[src/rtl/core/wheel_speed_pi_loop_core_defines.svh]
// ----------------------------------------------------------------------------
// wheel speed pi loop core: assertion macros
// implication checks, same cycle and next cycle, off in synthesis
// ----------------------------------------------------------------------------
`ifndef WHEEL_SPEED_PI_LOOP_CORE_DEFINES_SVH
`define WHEEL_SPEED_PI_LOOP_CORE_DEFINES_SVH

`ifndef SYNTHESIS

`define WSP_ASSERT_IMP(label, clk, rst_n, ante, cons) \
    label: assert property (@(posedge clk) disable iff (!rst_n) (ante) |-> (cons)) \
        else $error("wsp: same cycle implication failed");

`define WSP_ASSERT_NEXT(label, clk, rst_n, ante, cons) \
    label: assert property (@(posedge clk) disable iff (!rst_n) (ante) |=> (cons)) \
        else $error("wsp: next cycle implication failed");

`else

`define WSP_ASSERT_IMP(label, clk, rst_n, ante, cons)

`define WSP_ASSERT_NEXT(label, clk, rst_n, ante, cons)

`endif

`endif

[src/rtl/core/wsp_pkg.sv]
// ----------------------------------------------------------------------------
// wsp_pkg
// shared types, constants and fixed point helpers of the wheel speed loop
// ----------------------------------------------------------------------------
package wsp_pkg;

    localparam int WHEEL_COUNT = 4;
    localparam int WHEEL_W     = 2;

    // configuration port
    localparam int CFG_IDX_W  = 3;
    localparam int CFG_DATA_W = 16;

    localparam logic [CFG_IDX_W-1:0] REG_SPEED_TARGET  = 3'd0;
    localparam logic [CFG_IDX_W-1:0] REG_PROP_GAIN     = 3'd1;
    localparam logic [CFG_IDX_W-1:0] REG_INTEG_GAIN    = 3'd2;
    localparam logic [CFG_IDX_W-1:0] REG_INTEG_MAX     = 3'd3;
    localparam logic [CFG_IDX_W-1:0] REG_INTEG_MIN     = 3'd4;
    localparam logic [CFG_IDX_W-1:0] REG_SPEED_LIMIT   = 3'd5;
    localparam logic [CFG_IDX_W-1:0] REG_SMOOTH_PERIOD = 3'd6;

    localparam logic signed [10:0] RST_SPEED_TARGET  = 11'sd0;
    localparam logic [15:0]        RST_PROP_GAIN     = 16'd0;
    localparam logic [15:0]        RST_INTEG_GAIN    = 16'd0;
    localparam logic signed [15:0] RST_INTEG_MAX     = 16'sh7FFF;
    localparam logic signed [15:0] RST_INTEG_MIN     = 16'sh8000;
    localparam logic [14:0]        RST_SPEED_LIMIT   = 15'd1000;
    localparam logic [7:0]         RST_SMOOTH_PERIOD = 8'd20;

    // filter weights in q.8
    localparam int W_FILT_OLD = 179;
    localparam int W_FILT_NEW = 77;

    // datapath widths
    localparam int FILT_W  = 20;
    localparam int WORD_W  = 32;
    localparam int ERR_W   = 21;
    localparam int DIFF_W  = 33;
    localparam int ACC_W   = 34;
    localparam int MUL_A_W = 33;
    localparam int MUL_B_W = 17;
    localparam int PROD_W  = MUL_A_W + MUL_B_W;
    localparam int TRUNC_W = PROD_W - 8;
    localparam int DIV_W   = 41;
    localparam int DIV_D_W = 8;
    localparam int DIV_CNT_W = $clog2(DIV_W + 1);

    typedef logic signed [FILT_W-1:0]  filt_t;
    typedef logic signed [WORD_W-1:0]  word_t;
    typedef logic signed [ERR_W-1:0]   err_t;
    typedef logic signed [DIFF_W-1:0]  diff_t;
    typedef logic signed [ACC_W-1:0]   acc_t;
    typedef logic signed [MUL_A_W-1:0] mul_a_t;
    typedef logic signed [MUL_B_W-1:0] mul_b_t;
    typedef logic signed [PROD_W-1:0]  prod_t;
    typedef logic signed [TRUNC_W-1:0] q_t;

    typedef struct packed {
        logic signed [10:0] speed_target;
        logic [15:0]        prop_gain;
        logic [15:0]        integ_gain;
        logic signed [15:0] integ_max;
        logic signed [15:0] integ_min;
        logic [14:0]        speed_limit;
        logic [7:0]         smooth_period;
    } cfg_t;

    typedef struct packed {
        logic signed [FILT_W-1:0] filt;
        logic signed [WORD_W-1:0] integ;
        logic signed [WORD_W-1:0] out_new;
        logic signed [WORD_W-1:0] out_old;
    } entry_t;

    typedef struct packed {
        logic               en;
        logic [WHEEL_W-1:0] addr;
        entry_t             data;
    } ram_wr_t;

    typedef struct packed {
        logic               start;
        logic [DIV_W-1:0]   dividend;
        logic [DIV_D_W-1:0] divisor;
    } div_req_t;

    typedef struct packed {
        logic             busy;
        logic             done;
        logic [DIV_W-1:0] quotient;
    } div_rsp_t;

    // divide by 256, truncating toward zero
    function automatic q_t trunc256(input prod_t x);
        prod_t b;
        b = x + (x[PROD_W-1] ? prod_t'(255) : prod_t'(0));
        return $signed(b[PROD_W-1:8]);
    endfunction

    function automatic word_t sat_s32(input prod_t x);
        word_t r;
        if (x > prod_t'(64'sh7FFF_FFFF))
            r = 32'sh7FFF_FFFF;
        else if (x < prod_t'(-64'sh8000_0000))
            r = 32'sh8000_0000;
        else
            r = x[WORD_W-1:0];
        return r;
    endfunction

    function automatic filt_t sat_s20(input prod_t x);
        filt_t r;
        if (x > prod_t'(64'sd524287))
            r = 20'sh7FFFF;
        else if (x < prod_t'(-64'sd524288))
            r = 20'sh80000;
        else
            r = x[FILT_W-1:0];
        return r;
    endfunction

endpackage

[src/rtl/core/wsp_if.sv]
// ----------------------------------------------------------------------------
// wsp channel interfaces
// valid/ready channels for input words, result words and register writes
// ----------------------------------------------------------------------------
interface wsp_in_if;
    logic               valid;
    logic               ready;
    logic               opcode;
    logic [1:0]         wheel;
    logic signed [15:0] measured_speed;
    logic [7:0]         slot;

    modport source (output valid, output opcode, output wheel, output measured_speed,
                    output slot, input ready);
    modport sink (input valid, input opcode, input wheel, input measured_speed,
                  input slot, output ready);
endinterface

interface wsp_out_if;
    logic               valid;
    logic               ready;
    logic [1:0]         wheel_out;
    logic signed [31:0] control_value;

    modport source (output valid, output wheel_out, output control_value, input ready);
    modport sink (input valid, input wheel_out, input control_value, output ready);
endinterface

interface wsp_cfg_if;
    logic        valid;
    logic        ready;
    logic [2:0]  index;
    logic [15:0] data;

    modport source (output valid, output index, output data, input ready);
    modport sink (input valid, input index, input data, output ready);
endinterface

[src/rtl/core/wsp_state_ram.sv]
// ----------------------------------------------------------------------------
// wsp_state_ram
// per wheel state memory, one read and one write port, registered read data;
// entries never written read as zero
// ----------------------------------------------------------------------------
module wsp_state_ram (
    input  logic                         clk,
    input  logic                         rst_n,
    input  logic                         rd_en,
    input  logic [wsp_pkg::WHEEL_W-1:0]  rd_addr,
    input  wsp_pkg::ram_wr_t             wr,
    output wsp_pkg::entry_t              rd_data
);

    wsp_pkg::entry_t mem [wsp_pkg::WHEEL_COUNT];
    wsp_pkg::entry_t rdata_reg;

    logic [wsp_pkg::WHEEL_COUNT-1:0] valid_reg;
    logic [wsp_pkg::WHEEL_COUNT-1:0] valid_next;
    logic                            rvalid_reg;
    logic                            rvalid_next;

    always_ff @(posedge clk)
    begin
        if (wr.en)
        begin
            mem[wr.addr] <= wr.data;
        end
        if (rd_en)
        begin
            rdata_reg <= mem[rd_addr];
        end
    end

    always_comb
    begin
        valid_next  = valid_reg;
        rvalid_next = rvalid_reg;
        if (wr.en)
        begin
            valid_next[wr.addr] = 1'b1;
        end
        if (rd_en)
        begin
            rvalid_next = valid_reg[rd_addr];
        end
    end

    always_ff @(posedge clk or negedge rst_n)
    begin
        if (!rst_n)
        begin
            valid_reg  <= '0;
            rvalid_reg <= 1'b0;
        end
        else
        begin
            valid_reg  <= valid_next;
            rvalid_reg <= rvalid_next;
        end
    end

    assign rd_data = rvalid_reg ? rdata_reg : '0;

endmodule

[src/rtl/core/wsp_mul.sv]
// ----------------------------------------------------------------------------
// wsp_mul
// shared signed 33 x 17 multiplier with registered product
// ----------------------------------------------------------------------------
module wsp_mul (
    input  logic              clk,
    input  wsp_pkg::mul_a_t   a,
    input  wsp_pkg::mul_b_t   b,
    output wsp_pkg::prod_t    p
);

    wsp_pkg::prod_t p_reg;
    wsp_pkg::prod_t p_next;

    always_comb
    begin
        p_next = wsp_pkg::prod_t'(a) * wsp_pkg::prod_t'(b);
    end

    always_ff @(posedge clk)
    begin
        p_reg <= p_next;
    end

    assign p = p_reg;

endmodule

[src/rtl/core/wsp_div.sv]
// ----------------------------------------------------------------------------
// wsp_div
// unsigned restoring divider, one quotient bit per cycle
// ----------------------------------------------------------------------------
module wsp_div (
    input  logic               clk,
    input  logic               rst_n,
    input  wsp_pkg::div_req_t  req,
    output wsp_pkg::div_rsp_t  rsp
);

    logic [wsp_pkg::DIV_W-1:0]     quo_reg, quo_next;
    logic [wsp_pkg::DIV_D_W-1:0]   rem_reg, rem_next;
    logic [wsp_pkg::DIV_D_W-1:0]   dsr_reg, dsr_next;
    logic [wsp_pkg::DIV_CNT_W-1:0] cnt_reg, cnt_next;
    logic                          busy_reg, busy_next;
    logic                          done_reg, done_next;
    logic [wsp_pkg::DIV_D_W:0]     trial;
    logic                          fits;

    always_comb
    begin
        quo_next  = quo_reg;
        rem_next  = rem_reg;
        dsr_next  = dsr_reg;
        cnt_next  = cnt_reg;
        busy_next = busy_reg;
        done_next = 1'b0;
        trial     = {rem_reg, quo_reg[wsp_pkg::DIV_W-1]};
        fits      = (trial >= {1'b0, dsr_reg});

        if (req.start)
        begin
            quo_next  = req.dividend;
            rem_next  = '0;
            dsr_next  = req.divisor;
            cnt_next  = wsp_pkg::DIV_CNT_W'(wsp_pkg::DIV_W);
            busy_next = 1'b1;
        end
        else if (busy_reg)
        begin
            // shift in one dividend bit, subtract if the divisor fits
            rem_next = fits ? trial[wsp_pkg::DIV_D_W-1:0] - dsr_reg
                            : trial[wsp_pkg::DIV_D_W-1:0];
            quo_next = {quo_reg[wsp_pkg::DIV_W-2:0], fits};
            cnt_next = cnt_reg - 1'b1;
            if (cnt_reg == wsp_pkg::DIV_CNT_W'(1))
            begin
                busy_next = 1'b0;
                done_next = 1'b1;
            end
        end
    end

    always_ff @(posedge clk)
    begin
        quo_reg <= quo_next;
        rem_reg <= rem_next;
        dsr_reg <= dsr_next;
        cnt_reg <= cnt_next;
    end

    always_ff @(posedge clk or negedge rst_n)
    begin
        if (!rst_n)
        begin
            busy_reg <= 1'b0;
            done_reg <= 1'b0;
        end
        else
        begin
            busy_reg <= busy_next;
            done_reg <= done_next;
        end
    end

    assign rsp.busy     = busy_reg;
    assign rsp.done     = done_reg;
    assign rsp.quotient = quo_reg;

endmodule

[src/rtl/core/wsp_seq.sv]
// ----------------------------------------------------------------------------
// wsp_seq
// sequencer: reads a wheel entry, runs the filter, pi update or smoothing
// via the shared multiplier and divider, writes back pi updates, holds result
// ----------------------------------------------------------------------------
`include "wheel_speed_pi_loop_core_defines.svh"

module wsp_seq (
    input  logic                         clk,
    input  logic                         rst_n,
    wsp_in_if.sink                       item,
    wsp_out_if.source                    result,
    input  wsp_pkg::cfg_t                cfg_regs,
    output logic                         ram_rd_en,
    output logic [wsp_pkg::WHEEL_W-1:0]  ram_rd_addr,
    output wsp_pkg::ram_wr_t             ram_wr,
    input  wsp_pkg::entry_t              ent,
    output wsp_pkg::mul_a_t              mul_a,
    output wsp_pkg::mul_b_t              mul_b,
    input  wsp_pkg::prod_t               prod,
    output wsp_pkg::div_req_t            div_req,
    input  wsp_pkg::div_rsp_t            div_rsp
);

    localparam logic [3:0] ST_IDLE  = 4'd0;
    localparam logic [3:0] ST_F1    = 4'd1;
    localparam logic [3:0] ST_F2    = 4'd2;
    localparam logic [3:0] ST_F3    = 4'd3;
    localparam logic [3:0] ST_F4    = 4'd4;
    localparam logic [3:0] ST_ERR   = 4'd5;
    localparam logic [3:0] ST_PMUL  = 4'd6;
    localparam logic [3:0] ST_IMUL  = 4'd7;
    localparam logic [3:0] ST_IACC  = 4'd8;
    localparam logic [3:0] ST_CLAMP = 4'd9;
    localparam logic [3:0] ST_UPD   = 4'd10;
    localparam logic [3:0] ST_D1    = 4'd11;
    localparam logic [3:0] ST_D2    = 4'd12;
    localparam logic [3:0] ST_D3    = 4'd13;
    localparam logic [3:0] ST_DWAIT = 4'd14;
    localparam logic [3:0] ST_DONE  = 4'd15;

    logic [3:0]                  state_reg, state_next;
    logic                        out_valid_reg, out_valid_next;
    logic [1:0]                  out_wheel_reg, out_wheel_next;
    wsp_pkg::word_t              out_value_reg, out_value_next;

    logic                        op_reg, op_next;
    logic [1:0]                  wheel_reg, wheel_next;
    logic signed [15:0]          spd_reg, spd_next;
    logic [7:0]                  slot_reg, slot_next;
    wsp_pkg::acc_t               acc_reg, acc_next;
    wsp_pkg::filt_t              f_reg, f_next;
    wsp_pkg::err_t               err_reg, err_next;
    wsp_pkg::q_t                 p_reg, p_next;
    wsp_pkg::word_t              integ_reg, integ_next;
    wsp_pkg::diff_t              diff_reg, diff_next;
    logic                        neg_reg, neg_next;
    wsp_pkg::word_t              res_reg, res_next;

    logic                        accept;
    logic                        out_load;
    logic                        wheel_ok;
    logic signed [16:0]          spd_w;
    logic signed [16:0]          lim_w;
    logic                        spd_over;
    logic [8:0]                  slot_p1;

    assign accept   = item.valid && item.ready;
    assign out_load = (state_reg == ST_DONE) && (!out_valid_reg || result.ready);
    assign wheel_ok = (32'(item.wheel) < 32'(wsp_pkg::WHEEL_COUNT));
    assign spd_w    = 17'(item.measured_speed);
    assign lim_w    = $signed({2'b00, cfg_regs.speed_limit});
    assign spd_over = (spd_w > lim_w) || (spd_w < -lim_w);
    assign slot_p1  = {1'b0, slot_reg} + 9'd1;

    assign item.ready  = (state_reg == ST_IDLE);
    assign ram_rd_en   = accept;
    assign ram_rd_addr = item.wheel;

    // multiplier operand selection
    always_comb
    begin
        mul_a = '0;
        mul_b = '0;
        case (state_reg)
            ST_F1:
            begin
                mul_a = wsp_pkg::mul_a_t'(ent.filt);
                mul_b = wsp_pkg::mul_b_t'(wsp_pkg::W_FILT_OLD);
            end
            ST_F2:
            begin
                mul_a = wsp_pkg::mul_a_t'(spd_reg);
                mul_b = wsp_pkg::mul_b_t'(wsp_pkg::W_FILT_NEW);
            end
            ST_PMUL:
            begin
                mul_a = wsp_pkg::mul_a_t'(err_reg);
                mul_b = $signed({1'b0, cfg_regs.prop_gain});
            end
            ST_IMUL:
            begin
                mul_a = wsp_pkg::mul_a_t'(err_reg);
                mul_b = $signed({1'b0, cfg_regs.integ_gain});
            end
            ST_D2:
            begin
                mul_a = wsp_pkg::mul_a_t'(diff_reg);
                mul_b = $signed({8'h00, slot_p1});
            end
            default:
            begin
                mul_a = '0;
                mul_b = '0;
            end
        endcase
    end

    always_comb
    begin
        wsp_pkg::q_t    ipart;
        wsp_pkg::q_t    imax_q;
        wsp_pkg::q_t    imin_q;
        wsp_pkg::word_t integ_c;
        wsp_pkg::prod_t mag;
        wsp_pkg::prod_t qs;

        state_next     = state_reg;
        out_valid_next = out_valid_reg;
        out_wheel_next = out_wheel_reg;
        out_value_next = out_value_reg;
        op_next        = op_reg;
        wheel_next     = wheel_reg;
        spd_next       = spd_reg;
        slot_next      = slot_reg;
        acc_next       = acc_reg;
        f_next         = f_reg;
        err_next       = err_reg;
        p_next         = p_reg;
        integ_next     = integ_reg;
        diff_next      = diff_reg;
        neg_next       = neg_reg;
        res_next       = res_reg;

        ram_wr         = '0;
        div_req        = '0;

        ipart   = wsp_pkg::trunc256(wsp_pkg::prod_t'(integ_reg));
        imax_q  = wsp_pkg::q_t'(cfg_regs.integ_max);
        imin_q  = wsp_pkg::q_t'(cfg_regs.integ_min);
        integ_c = integ_reg;
        mag     = prod[wsp_pkg::PROD_W-1] ? -prod : prod;
        qs      = wsp_pkg::prod_t'({9'd0, div_rsp.quotient});
        if (neg_reg)
        begin
            qs = -qs;
        end

        if (result.ready)
        begin
            out_valid_next = 1'b0;
        end

        case (state_reg)
            ST_IDLE:
            begin
                if (accept)
                begin
                    op_next    = item.opcode;
                    wheel_next = item.wheel;
                    spd_next   = spd_over ? 16'sd0 : item.measured_speed;
                    slot_next  = item.slot;
                    if (!wheel_ok)
                    begin
                        res_next   = '0;
                        state_next = ST_DONE;
                    end
                    else if (item.opcode)
                    begin
                        state_next = ST_D1;
                    end
                    else
                    begin
                        state_next = ST_F1;
                    end
                end
            end
            ST_F1:
            begin
                state_next = ST_F2;
            end
            ST_F2:
            begin
                acc_next   = wsp_pkg::acc_t'(prod);
                state_next = ST_F3;
            end
            ST_F3:
            begin
                acc_next   = acc_reg + $signed({prod[25:0], 8'h00});
                state_next = ST_F4;
            end
            ST_F4:
            begin
                f_next     = wsp_pkg::sat_s20(wsp_pkg::prod_t'(
                                 wsp_pkg::trunc256(wsp_pkg::prod_t'(acc_reg))));
                state_next = ST_ERR;
            end
            ST_ERR:
            begin
                err_next   = wsp_pkg::err_t'($signed({cfg_regs.speed_target, 8'h00}))
                             - wsp_pkg::err_t'(f_reg);
                state_next = ST_PMUL;
            end
            ST_PMUL:
            begin
                state_next = ST_IMUL;
            end
            ST_IMUL:
            begin
                p_next     = wsp_pkg::trunc256(prod);
                state_next = ST_IACC;
            end
            ST_IACC:
            begin
                integ_next = wsp_pkg::sat_s32(wsp_pkg::prod_t'(ent.integ)
                                              + wsp_pkg::prod_t'(wsp_pkg::trunc256(prod)));
                state_next = ST_CLAMP;
            end
            ST_CLAMP:
            begin
                // upper bound first, lower bound wins if they cross
                if (ipart > imax_q)
                begin
                    integ_c = wsp_pkg::word_t'($signed({cfg_regs.integ_max, 8'h00}));
                    ipart   = imax_q;
                end
                if (ipart < imin_q)
                begin
                    integ_c = wsp_pkg::word_t'($signed({cfg_regs.integ_min, 8'h00}));
                end
                integ_next = integ_c;
                state_next = ST_UPD;
            end
            ST_UPD:
            begin
                res_next            = wsp_pkg::sat_s32(wsp_pkg::prod_t'(p_reg)
                                                       + wsp_pkg::prod_t'(integ_reg));
                ram_wr.en           = 1'b1;
                ram_wr.addr         = wheel_reg;
                ram_wr.data.filt    = f_reg;
                ram_wr.data.integ   = integ_reg;
                ram_wr.data.out_new = res_next;
                ram_wr.data.out_old = ent.out_new;
                state_next          = ST_DONE;
            end
            ST_D1:
            begin
                diff_next  = wsp_pkg::diff_t'(ent.out_new) - wsp_pkg::diff_t'(ent.out_old);
                state_next = ST_D2;
            end
            ST_D2:
            begin
                state_next = ST_D3;
            end
            ST_D3:
            begin
                neg_next         = prod[wsp_pkg::PROD_W-1];
                div_req.start    = 1'b1;
                div_req.dividend = mag[wsp_pkg::DIV_W-1:0];
                div_req.divisor  = (cfg_regs.smooth_period == 8'd0) ? 8'd1
                                                                     : cfg_regs.smooth_period;
                state_next       = ST_DWAIT;
            end
            ST_DWAIT:
            begin
                if (div_rsp.done)
                begin
                    res_next   = wsp_pkg::sat_s32(qs + wsp_pkg::prod_t'(ent.out_old));
                    state_next = ST_DONE;
                end
            end
            ST_DONE:
            begin
                if (out_load)
                begin
                    out_valid_next = 1'b1;
                    out_wheel_next = wheel_reg;
                    out_value_next = res_reg;
                    state_next     = ST_IDLE;
                end
            end
            default:
            begin
                state_next = ST_IDLE;
            end
        endcase
    end

    always_ff @(posedge clk or negedge rst_n)
    begin
        if (!rst_n)
        begin
            state_reg     <= ST_IDLE;
            out_valid_reg <= 1'b0;
        end
        else
        begin
            state_reg     <= state_next;
            out_valid_reg <= out_valid_next;
        end
    end

    always_ff @(posedge clk)
    begin
        out_wheel_reg <= out_wheel_next;
        out_value_reg <= out_value_next;
        op_reg        <= op_next;
        wheel_reg     <= wheel_next;
        spd_reg       <= spd_next;
        slot_reg      <= slot_next;
        acc_reg       <= acc_next;
        f_reg         <= f_next;
        err_reg       <= err_next;
        p_reg         <= p_next;
        integ_reg     <= integ_next;
        diff_reg      <= diff_next;
        neg_reg       <= neg_next;
        res_reg       <= res_next;
    end

    assign result.valid         = out_valid_reg;
    assign result.wheel_out     = out_wheel_reg;
    assign result.control_value = out_value_reg;

    `WSP_ASSERT_NEXT(a_accept_closes, clk, rst_n, accept, !item.ready)
    `WSP_ASSERT_IMP(a_div_start_idle, clk, rst_n, div_req.start, !div_rsp.busy)
    `WSP_ASSERT_IMP(a_dwait_div_live, clk, rst_n, state_reg == ST_DWAIT,
                    div_rsp.busy || div_rsp.done)
    `WSP_ASSERT_IMP(a_write_speed_only, clk, rst_n, ram_wr.en,
                    !op_reg && (state_reg == ST_UPD))

endmodule

[src/rtl/core/wheel_speed_pi_loop_core.sv]
// ----------------------------------------------------------------------------
// wheel_speed_pi_loop_core
// Per wheel speed PI regulator with output smoothing. A speed word (opcode 0)
// filters the measured speed, updates the integral and the output of its
// wheel and returns the new output; an interpolation word (opcode 1) returns
// old + (new - old) * (slot + 1) / period and leaves the state alone. One
// word is worked on at a time: a speed word reads, modifies and writes the
// state memory through one shared 33 x 17 multiplier; an interpolation
// word waits on the 41 step restoring divider. The next word is taken as
// soon as the result is in the output register, even while it waits there.
// The wheel state lives in a small memory whose entries read as zero until
// first written after reset, so no clearing pass is needed.
// ----------------------------------------------------------------------------
module wheel_speed_pi_loop_core (
    input  logic       clk,
    input  logic       rst_n,
    wsp_in_if.sink     item,
    wsp_out_if.source  result,
    wsp_cfg_if.sink    cfg
);

    wsp_pkg::cfg_t                cfg_reg, cfg_next;
    logic                         ram_rd_en;
    logic [wsp_pkg::WHEEL_W-1:0]  ram_rd_addr;
    wsp_pkg::ram_wr_t             ram_wr;
    wsp_pkg::entry_t              ent;
    wsp_pkg::mul_a_t              mul_a;
    wsp_pkg::mul_b_t              mul_b;
    wsp_pkg::prod_t               prod;
    wsp_pkg::div_req_t            div_req;
    wsp_pkg::div_rsp_t            div_rsp;

    assign cfg.ready = 1'b1;

    // register writes, data truncated to each register's width
    always_comb
    begin
        cfg_next = cfg_reg;
        if (cfg.valid && cfg.ready)
        begin
            case (cfg.index)
                wsp_pkg::REG_SPEED_TARGET:  cfg_next.speed_target  = $signed(cfg.data[10:0]);
                wsp_pkg::REG_PROP_GAIN:     cfg_next.prop_gain     = cfg.data;
                wsp_pkg::REG_INTEG_GAIN:    cfg_next.integ_gain    = cfg.data;
                wsp_pkg::REG_INTEG_MAX:     cfg_next.integ_max     = $signed(cfg.data);
                wsp_pkg::REG_INTEG_MIN:     cfg_next.integ_min     = $signed(cfg.data);
                wsp_pkg::REG_SPEED_LIMIT:   cfg_next.speed_limit   = cfg.data[14:0];
                wsp_pkg::REG_SMOOTH_PERIOD: cfg_next.smooth_period = cfg.data[7:0];
                default:                    cfg_next = cfg_reg;
            endcase
        end
    end

    always_ff @(posedge clk or negedge rst_n)
    begin
        if (!rst_n)
        begin
            cfg_reg.speed_target  <= wsp_pkg::RST_SPEED_TARGET;
            cfg_reg.prop_gain     <= wsp_pkg::RST_PROP_GAIN;
            cfg_reg.integ_gain    <= wsp_pkg::RST_INTEG_GAIN;
            cfg_reg.integ_max     <= wsp_pkg::RST_INTEG_MAX;
            cfg_reg.integ_min     <= wsp_pkg::RST_INTEG_MIN;
            cfg_reg.speed_limit   <= wsp_pkg::RST_SPEED_LIMIT;
            cfg_reg.smooth_period <= wsp_pkg::RST_SMOOTH_PERIOD;
        end
        else
        begin
            cfg_reg <= cfg_next;
        end
    end

    wsp_state_ram u_ram (
        .clk     (clk),
        .rst_n   (rst_n),
        .rd_en   (ram_rd_en),
        .rd_addr (ram_rd_addr),
        .wr      (ram_wr),
        .rd_data (ent)
    );

    wsp_mul u_mul (
        .clk (clk),
        .a   (mul_a),
        .b   (mul_b),
        .p   (prod)
    );

    wsp_div u_div (
        .clk   (clk),
        .rst_n (rst_n),
        .req   (div_req),
        .rsp   (div_rsp)
    );

    wsp_seq u_seq (
        .clk         (clk),
        .rst_n       (rst_n),
        .item        (item),
        .result      (result),
        .cfg_regs    (cfg_reg),
        .ram_rd_en   (ram_rd_en),
        .ram_rd_addr (ram_rd_addr),
        .ram_wr      (ram_wr),
        .ent         (ent),
        .mul_a       (mul_a),
        .mul_b       (mul_b),
        .prod        (prod),
        .div_req     (div_req),
        .div_rsp     (div_rsp)
    );

endmodule

[src/flat_wrapper.sv]
// flat-port wrapper written by rule: the top's interface ports become plain ports
module wheel_speed_pi_loop_core_flat 
  (clk, rst_n, item_valid, item_opcode, item_wheel, item_measured_speed, item_slot, item_ready, result_valid, result_wheel_out, result_control_value, result_ready, cfg_valid, cfg_index, cfg_data, cfg_ready);
  wsp_in_if item_i ();
  wsp_out_if result_i ();
  wsp_cfg_if cfg_i ();
  input  logic clk;
  input  logic rst_n;
  input wire logic [$bits(item_i.valid)-1:0] item_valid;
  input wire logic [$bits(item_i.opcode)-1:0] item_opcode;
  input wire logic [$bits(item_i.wheel)-1:0] item_wheel;
  input wire logic [$bits(item_i.measured_speed)-1:0] item_measured_speed;
  input wire logic [$bits(item_i.slot)-1:0] item_slot;
  output wire logic [$bits(item_i.ready)-1:0] item_ready;
  output wire logic [$bits(result_i.valid)-1:0] result_valid;
  output wire logic [$bits(result_i.wheel_out)-1:0] result_wheel_out;
  output wire logic [$bits(result_i.control_value)-1:0] result_control_value;
  input wire logic [$bits(result_i.ready)-1:0] result_ready;
  input wire logic [$bits(cfg_i.valid)-1:0] cfg_valid;
  input wire logic [$bits(cfg_i.index)-1:0] cfg_index;
  input wire logic [$bits(cfg_i.data)-1:0] cfg_data;
  output wire logic [$bits(cfg_i.ready)-1:0] cfg_ready;
  assign item_i.valid = item_valid;
  assign item_i.opcode = item_opcode;
  assign item_i.wheel = item_wheel;
  assign item_i.measured_speed = item_measured_speed;
  assign item_i.slot = item_slot;
  assign item_ready = item_i.ready;
  assign result_valid = result_i.valid;
  assign result_wheel_out = result_i.wheel_out;
  assign result_control_value = result_i.control_value;
  assign result_i.ready = result_ready;
  assign cfg_i.valid = cfg_valid;
  assign cfg_i.index = cfg_index;
  assign cfg_i.data = cfg_data;
  assign cfg_ready = cfg_i.ready;
  wheel_speed_pi_loop_core u_core (.clk(clk), .rst_n(rst_n), .item(item_i), .result(result_i), .cfg(cfg_i));
endmodule
[config.mk]
export PLATFORM = sky130hd
export DESIGN_NAME = wheel_speed_pi_loop_core_flat
export DESIGN_NICKNAME = d
export VERILOG_FILES = /design/src/rtl/core/wsp_pkg.sv /design/src/rtl/core/wsp_if.sv /design/src/rtl/core/wsp_state_ram.sv /design/src/rtl/core/wsp_mul.sv /design/src/rtl/core/wsp_div.sv /design/src/rtl/core/wsp_seq.sv /design/src/rtl/core/wheel_speed_pi_loop_core.sv /design/src/flat_wrapper.sv
export VERILOG_INCLUDE_DIRS = /design/src /design/src/rtl/core
export SDC_FILE = /design/constraint.sdc
export NUM_CORES = 2
export LEC_CHECK = 0
export ABC_AREA = 1
export BUFFER_PORTS_ARGS = -buffer_cell sky130_fd_sc_hd__buf_2
export CORE_UTILIZATION = 46
export DETAILED_ROUTE_END_ITERATION = 16
export GPL_ROUTABILITY_DRIVEN = 1
export SETUP_SLACK_MARGIN = 0.3
export SLEW_MARGIN = 20
export SYNTH_ARGS = -nofsm -noshare
export SYNTH_HDL_FRONTEND = slang
export SYNTH_SLANG_ARGS = --single-unit
[constraint.sdc]
create_clock -name clk -period 9.8 [get_ports clk]
set_input_delay 1.47 -clock clk [delete_from_list [all_inputs] [get_ports clk]]
set_output_delay 1.47 -clock clk [all_outputs]
set_load 0.01 [all_outputs]
After elaboration in Yosys (flattened, before gate mapping)
Memories as Yosys holds them, arrays and structs flattened. A register that Yosys moved wholly into a read port is not among the register bits.
Cells that the tools add are included.

cells by class
  add/sub/neg operators = 15
  $lt $le $gt $ge = 16
  multiplexer cells = 49
  bitwise gates (word level) = 2
  $mul = 1
  eq/ne operators = 26
  reductions and logical operators = 27

operators by type and width
  operator                                                      number
  two-way mux 32 bit                                            9
  one-hot mux 33 bit (4 select lines)                           1
  one-hot mux 32 bit (2 select lines)                           2
  two-way mux 41 bit                                            3
  two-way mux 119 bit                                           1
  two-way mux 116 bit                                           1
  two-way mux 50 bit                                            2
  > comparator 43 x 32 -> 1 bit, second input constant          2
  less-than comparator 43 x 32 -> 1 bit, second input constant  2
  two-way mux 42 bit                                            2
  one-hot mux 16 bit (5 select lines)                           1
  one-hot mux 34 bit (2 select lines)                           1
  one-hot mux 4 bit (16 select lines)                           1
  adder 50 x 32 -> 50 bit                                       1
  adder 50 x 9 -> 50 bit                                        1
  > comparator 50 x 32 -> 1 bit, second input constant          1
  less-than comparator 50 x 32 -> 1 bit, second input constant  1
  multiplier 33 x 17 -> 50 bit                                  1
  negator 41 -> 50 bit                                          1
  adder 32 x 42 -> 43 bit                                       1
  adder 42 x 32 -> 43 bit                                       1
  less-than comparator 42 x 16 -> 1 bit                         1
  negator 41 bit                                                1
  two-way mux 8 bit                                             5
  45 further kinds                                              93

word-level totals
  input bits = 51
  output and inout bits = 37
  memories kept = 1
  bits in writable memories = 464
  logic and storage cells = 169
  flip-flop bits (word level) = 498

memory list
  memory            words  bits a word  rd ports  clocked after Yosys merged registers in  write ports  line                 text
  u_core.u_ram.mem  4      116          1         1                                        1            wsp_state_ram.sv:15  wsp_pkg::entry_t mem [wsp_pkg::WHEEL_COUNT];

Longest topological paths before layout
  depth after elaboration = 10
  depth in mapped cells = 49
  depth with buffers taken out = 47

Modules after synthesis
Synthesis repeated with hierarchy kept, for this count alone.

second synthesis, totals
  cells, all modules = 10,339
  area total of the unflattened synthesis = 84,308.4 um^2

modules (own cells, without submodules)
  module                    sequential area each (um^2)  times used  cells each  area an instance (um^2)
  wsp_seq                   8,383.0                      1           5,020       32,936.6
  wsp_mul                   1,001.0                      1           2,995       22,282.6
  wsp_state_ram             17,541.8                     1           1,515       21,858.5
  wheel_speed_pi_loop_core  2,482.4                      1           438         3,986.3
  wsp_div                   1,801.7                      1           371         3,244.4

Least setup slack after synthesis
Ideal clock, no wire load.

  kind = input to register
  start point = input port item_valid
  end point = register u_core.u_ram.rvalid_reg
  library setup time = 0.419 ns
  required time = 9.381 ns
  path buffers = 0
  path slack = 1.722 ns
  data arrival time = 7.659 ns
  stages = 3
  cells stage by stage = inv_1 > nor2_1 > o21ai_0

on the way
  cells in the longest elaborated chain, start to end = 1

ends and longest elaborated chain
  what                    line                            text
  start: declaration      flat_wrapper.sv:9               input wire logic [$bits(item_i.valid)-1:0] item_valid;
  logical AND 1 bit       wsp_seq.sv:68                   assign accept = item.valid && item.ready;
  via u_core.ram_rd_en    wheel_speed_pi_loop_core.sv:23  logic ram_rd_en;
  end signal: assignment  wsp_state_ram.sv:59             rvalid_reg <= rvalid_next;
  end: declaration        wsp_state_ram.sv:20             logic rvalid_reg;

The timed path passes the listed nets, and every way through them passes these cells.
A chain may end at the register's enable or synchronous reset.

Worst setup path after layout
  start point = register u_core.u_seq.state_reg[2]
  end point = register u_core.u_mul.p_reg[33], in the netlist u_core.u_mul.p[33]

on the way
  cells in the longest elaborated chain, start to end = 4
  elaborated cells on any way between the ends = 9
  those cells by class = mul (1); eq/ne (5); mux (2); reduce/logical (1)

ends and longest elaborated chain
  what                                 line            text
  start: declaration                   wsp_seq.sv:42   logic [3:0] state_reg, state_next;
  start signal: assignment             wsp_seq.sv:308  state_reg <= state_next;
  equality test 4 x 3 -> 1 bit         wsp_seq.sv:85   case (state_reg)
  OR reduction 2 bit (no line)         -
  one-hot mux 33 bit (4 select lines)  wsp_seq.sv:85
  multiplier 33 x 17 -> 50 bit (*)     wsp_mul.sv:17   p_next = wsp_pkg::prod_t'(a) * wsp_pkg::prod_t'(b);
  via u_core.u_mul.p_next[33]          wsp_mul.sv:13   wsp_pkg::prod_t p_next;
  end signal: assignment               wsp_mul.sv:22   p_reg <= p_next;
  end: declaration                     wsp_mul.sv:12   wsp_pkg::prod_t p_reg;

Mark *: on every way through the listed nets, which the timed path passes. The rest lies on a longest branch.

==> metrics.txt <==
Seq/Total Area, Yosys=39.2%; cts hold-fix bufs=0; Pwr per Cell Area=294 mW/mm^2; met1 global-route usage=39.7%; GR peak layer=met2; GRT Util Overall=30.5%; area taken by multi-input logic gates=0.0415 sq mm; worst path required time=10480 ps; setup slack of the most critical reg-to-reg path=1140 ps; number of buffers on the longest clock path=3; post-detailed-route count of antenna-violating nets=0; DRC violations left=0; number of unique standard cell types used by synthesis=77; Crit Path Class=flop to flop; IO buf count=86; most used standard cells in the synthesized netlist=1924 x nand2_1, 1567 x inv_1, 1127 x nor2_1; worst r2r dst=u_core.u_mul.p[33]; period utilisation layout=88.4%; setup tns final=0 ps; dpl hpwl=210000 um; mean instance size in the synthesized netlist=8.59 sq um; cell types occupying the most area after synthesis=edfxtp_1 34%, fa_1 13%, nand2_1 9.1%; Post-synth EDFFs=904; arrival time worst endpoint=9350 ps; synthesis-stage register bit count=1078; wire length of the first global-routing pass=397000 um; setup repair after global routing missed its margin=false; class of the worst hold path=flop to flop; detailed-route wire length per cell=22.7 um; launch point of the worst reg-to-reg path=u_core.u_seq.state_reg[2]; CTS tree=done; floorplan die width=418 um; number of max-cap violations=0; Max-Slew Margin vs Limit=24.5%; maximum ir drop on the vdd rail=0.176 mV; number of global-route vias before repair=63900; most area-hungry cell type in the Yosys netlist=edfxtp_1; cells resized by post-CTS repair=0; growth of design area from synthesis to finish=9.19%; Worst path slowest cell=nor2_1; Yosys top cell area share=34.1%; CTS buffer count=116; drt first pass iters=6; buffers inserted during post-CTS setup optimization=0; depth of the worst hold-timing path=0; num rows=152; max reg flops=464; final setup violation count=0; core outline area=0.172 sq mm; cell count after synthesis=9285; register clock-pin slew on the reported worst setup and hold paths=70 ps; Synth Warn #=0; Pins Over Slew Limit=0; global-route track usage on met2=49.2%; Top FF cell, synth=edfxtp_1; WL final=266000 um; Clock Sinks=1078; transition time at the pin with the least slew margin=1130 ps; Synth Cell Area=0.0797 sq mm; library cell used as clock root buffer=clkbuf_16; minimum period implied by the final worst setup slack=8660 ps; post-layout utilization of the core=50.6%; result of the run=completed; number of placed I/O pins=88; global routing met3 resource utilization=6.16%; Max H-tree Level=3; Static Leak=39.6 nW; Initial DRC Count=6089; Post-Synthesis Net Count=10300; count of final hold-check violations=0; most numerous cell in the Yosys netlist=nand2_1; DR vias=64000; skew final=47.6 ps; end point of the worst hold path=u_core.u_seq.result.control_value[5]; layout cell share with drive strength beyond 1=5.70%; clock network latency to the later pin of the worst-skew pair=800 ps; area of the die=0.175 sq mm; maximum number of pins on one net before global-route repair=116; average vias per placed instance=5.45; Max Fanout on Critical Path=25; Slowest Stage Delay on Critical Path=790 ps; initial antenna violation count=9; worst hold start=u_core.u_seq.res_reg[5]; area taken by flip-flops and latches=0.0312 sq mm; type of destination of the critical path=flop; proportion of register bits with asynchronous set or reset after synthesis=10.2%; worst-case reg-to-reg path depth=29; initial core utilization=46.4%; Filler Cells Inserted=16500; Die Height=418 um; sum of overflow across all layers after global routing=0; fin nets=10300; last weighted congestion value of the routability-driven placer=1.01; fmax=115 MHz; nature of the critical path startpoint=flop
[kinds of logic after synthesis]
logic type / after synthesis / synth area share (%)
buffers and inverters: 1861 / 8.91
AND/OR/NAND/NOR: 3604 / 18.3
flip-flops: 1078 / 39.2
other: 1 / 0.00470
adder cells (fa/ha/maj): 946 / 19.6
AO/OA/AOI/OAI: 1465 / 10.3
XOR/XNOR: 330 / 3.66
[area by class of cell]
cell class | count | share of cell area, %
flip-flops and latches | 1078 | 35.9
diodes | 1 | 0.00287
multi-input cells | 6346 | 47.7
repair buffers | 201 | 1.51
clock inverters | 87 | 1.21
inverters | 1590 | 6.87
clock buffers | 133 | 3.50
well taps | 2310 | 3.32
[stage by stage]
| step | cells | power, W | setup slack (ps) | hold slack (ps) | instance area [sq um] |
|---|---|---|---|---|---|
| 5_1_grt | 11700 | 0.0274 | 593 | 425 | 87000 |
| 6_report | 11700 | 0.0256 | 1140 | 419 | 87000 |
| 2_1_floorplan | 9285 | 0.0158 | 1720 | 400 | 79700 |
| 4_1_cts | 11700 | 0.0256 | 1210 | 419 | 87000 |
| 3_5_place_dp | 11500 | 0.0208 | 1220 | 405 | 82900 |
| 3_3_place_gp | 11500 | 0.0207 | 1320 | 403 | 82900 |
[worst max-delay path by stage]
stage	slack [ps]	startpoint	to	depth (start not counted)
after floorplan	1720	item_valid	u_core.u_ram.rvalid_reg	3
after global placement	1320	u_core.u_seq.state_reg[1]	u_core.u_mul.p[33]	29
after detailed placement	1220	u_core.u_seq.state_reg[2]	u_core.u_mul.p[33]	29
after CTS	1210	u_core.u_seq.state_reg[2]	u_core.u_mul.p[33]	29
after global routing	590	u_core.u_seq.state_reg[1]	u_core.u_mul.p[49]	31
final	1140	u_core.u_seq.state_reg[2]	u_core.u_mul.p[33]	29
[worst max-delay path, delay by kind of cell, from the launching register on]
kind	cells	cell delay, ps
flip-flops	1	470
AO/OA/AOI/OAI	6	1430
AND/OR/NAND/NOR	8	1830
buffers and inverters	7	1170
XOR/XNOR	1	170
adder cells (fa/ha/maj)	7	3440
[placed cells by master (no fill, tap or decap), types with 120 or more instances in the layout]
cell type,netlist,routed
a21oi_1,439,437
edfxtp_1,904,904
fa_1,509,509
ha_1,437,437
inv_1,1567,1565
nand2_1,1924,1922
nand3_1,271,271
nor2_1,1127,1112
o21ai_0,630,630
o22ai_1,122,120
xor2_1,230,230
[layer usage]
metal,routed length [um],vias up,part of all wire (%)
met5,13,-,0.0049
met4,13200,2,5.0
met3,20600,443,7.7
met2,122000,2244,46
met1,110000,31200,41
li1,-,30100,-
[where the power goes]
group | total, W | leakage [nW] | internal (W) | switching [W]
sequential | 0.00660 | 10.7 | 0.00599 | 0.000610
combinational | 0.0143 | 26.9 | 0.00430 | 0.0100
clock | 0.00469 | 1.96 | 0.00268 | 0.00201
total | 0.0256 | 39.6 | 0.0130 | 0.0127
No activity file was read; power rests on OpenSTA's default activity.
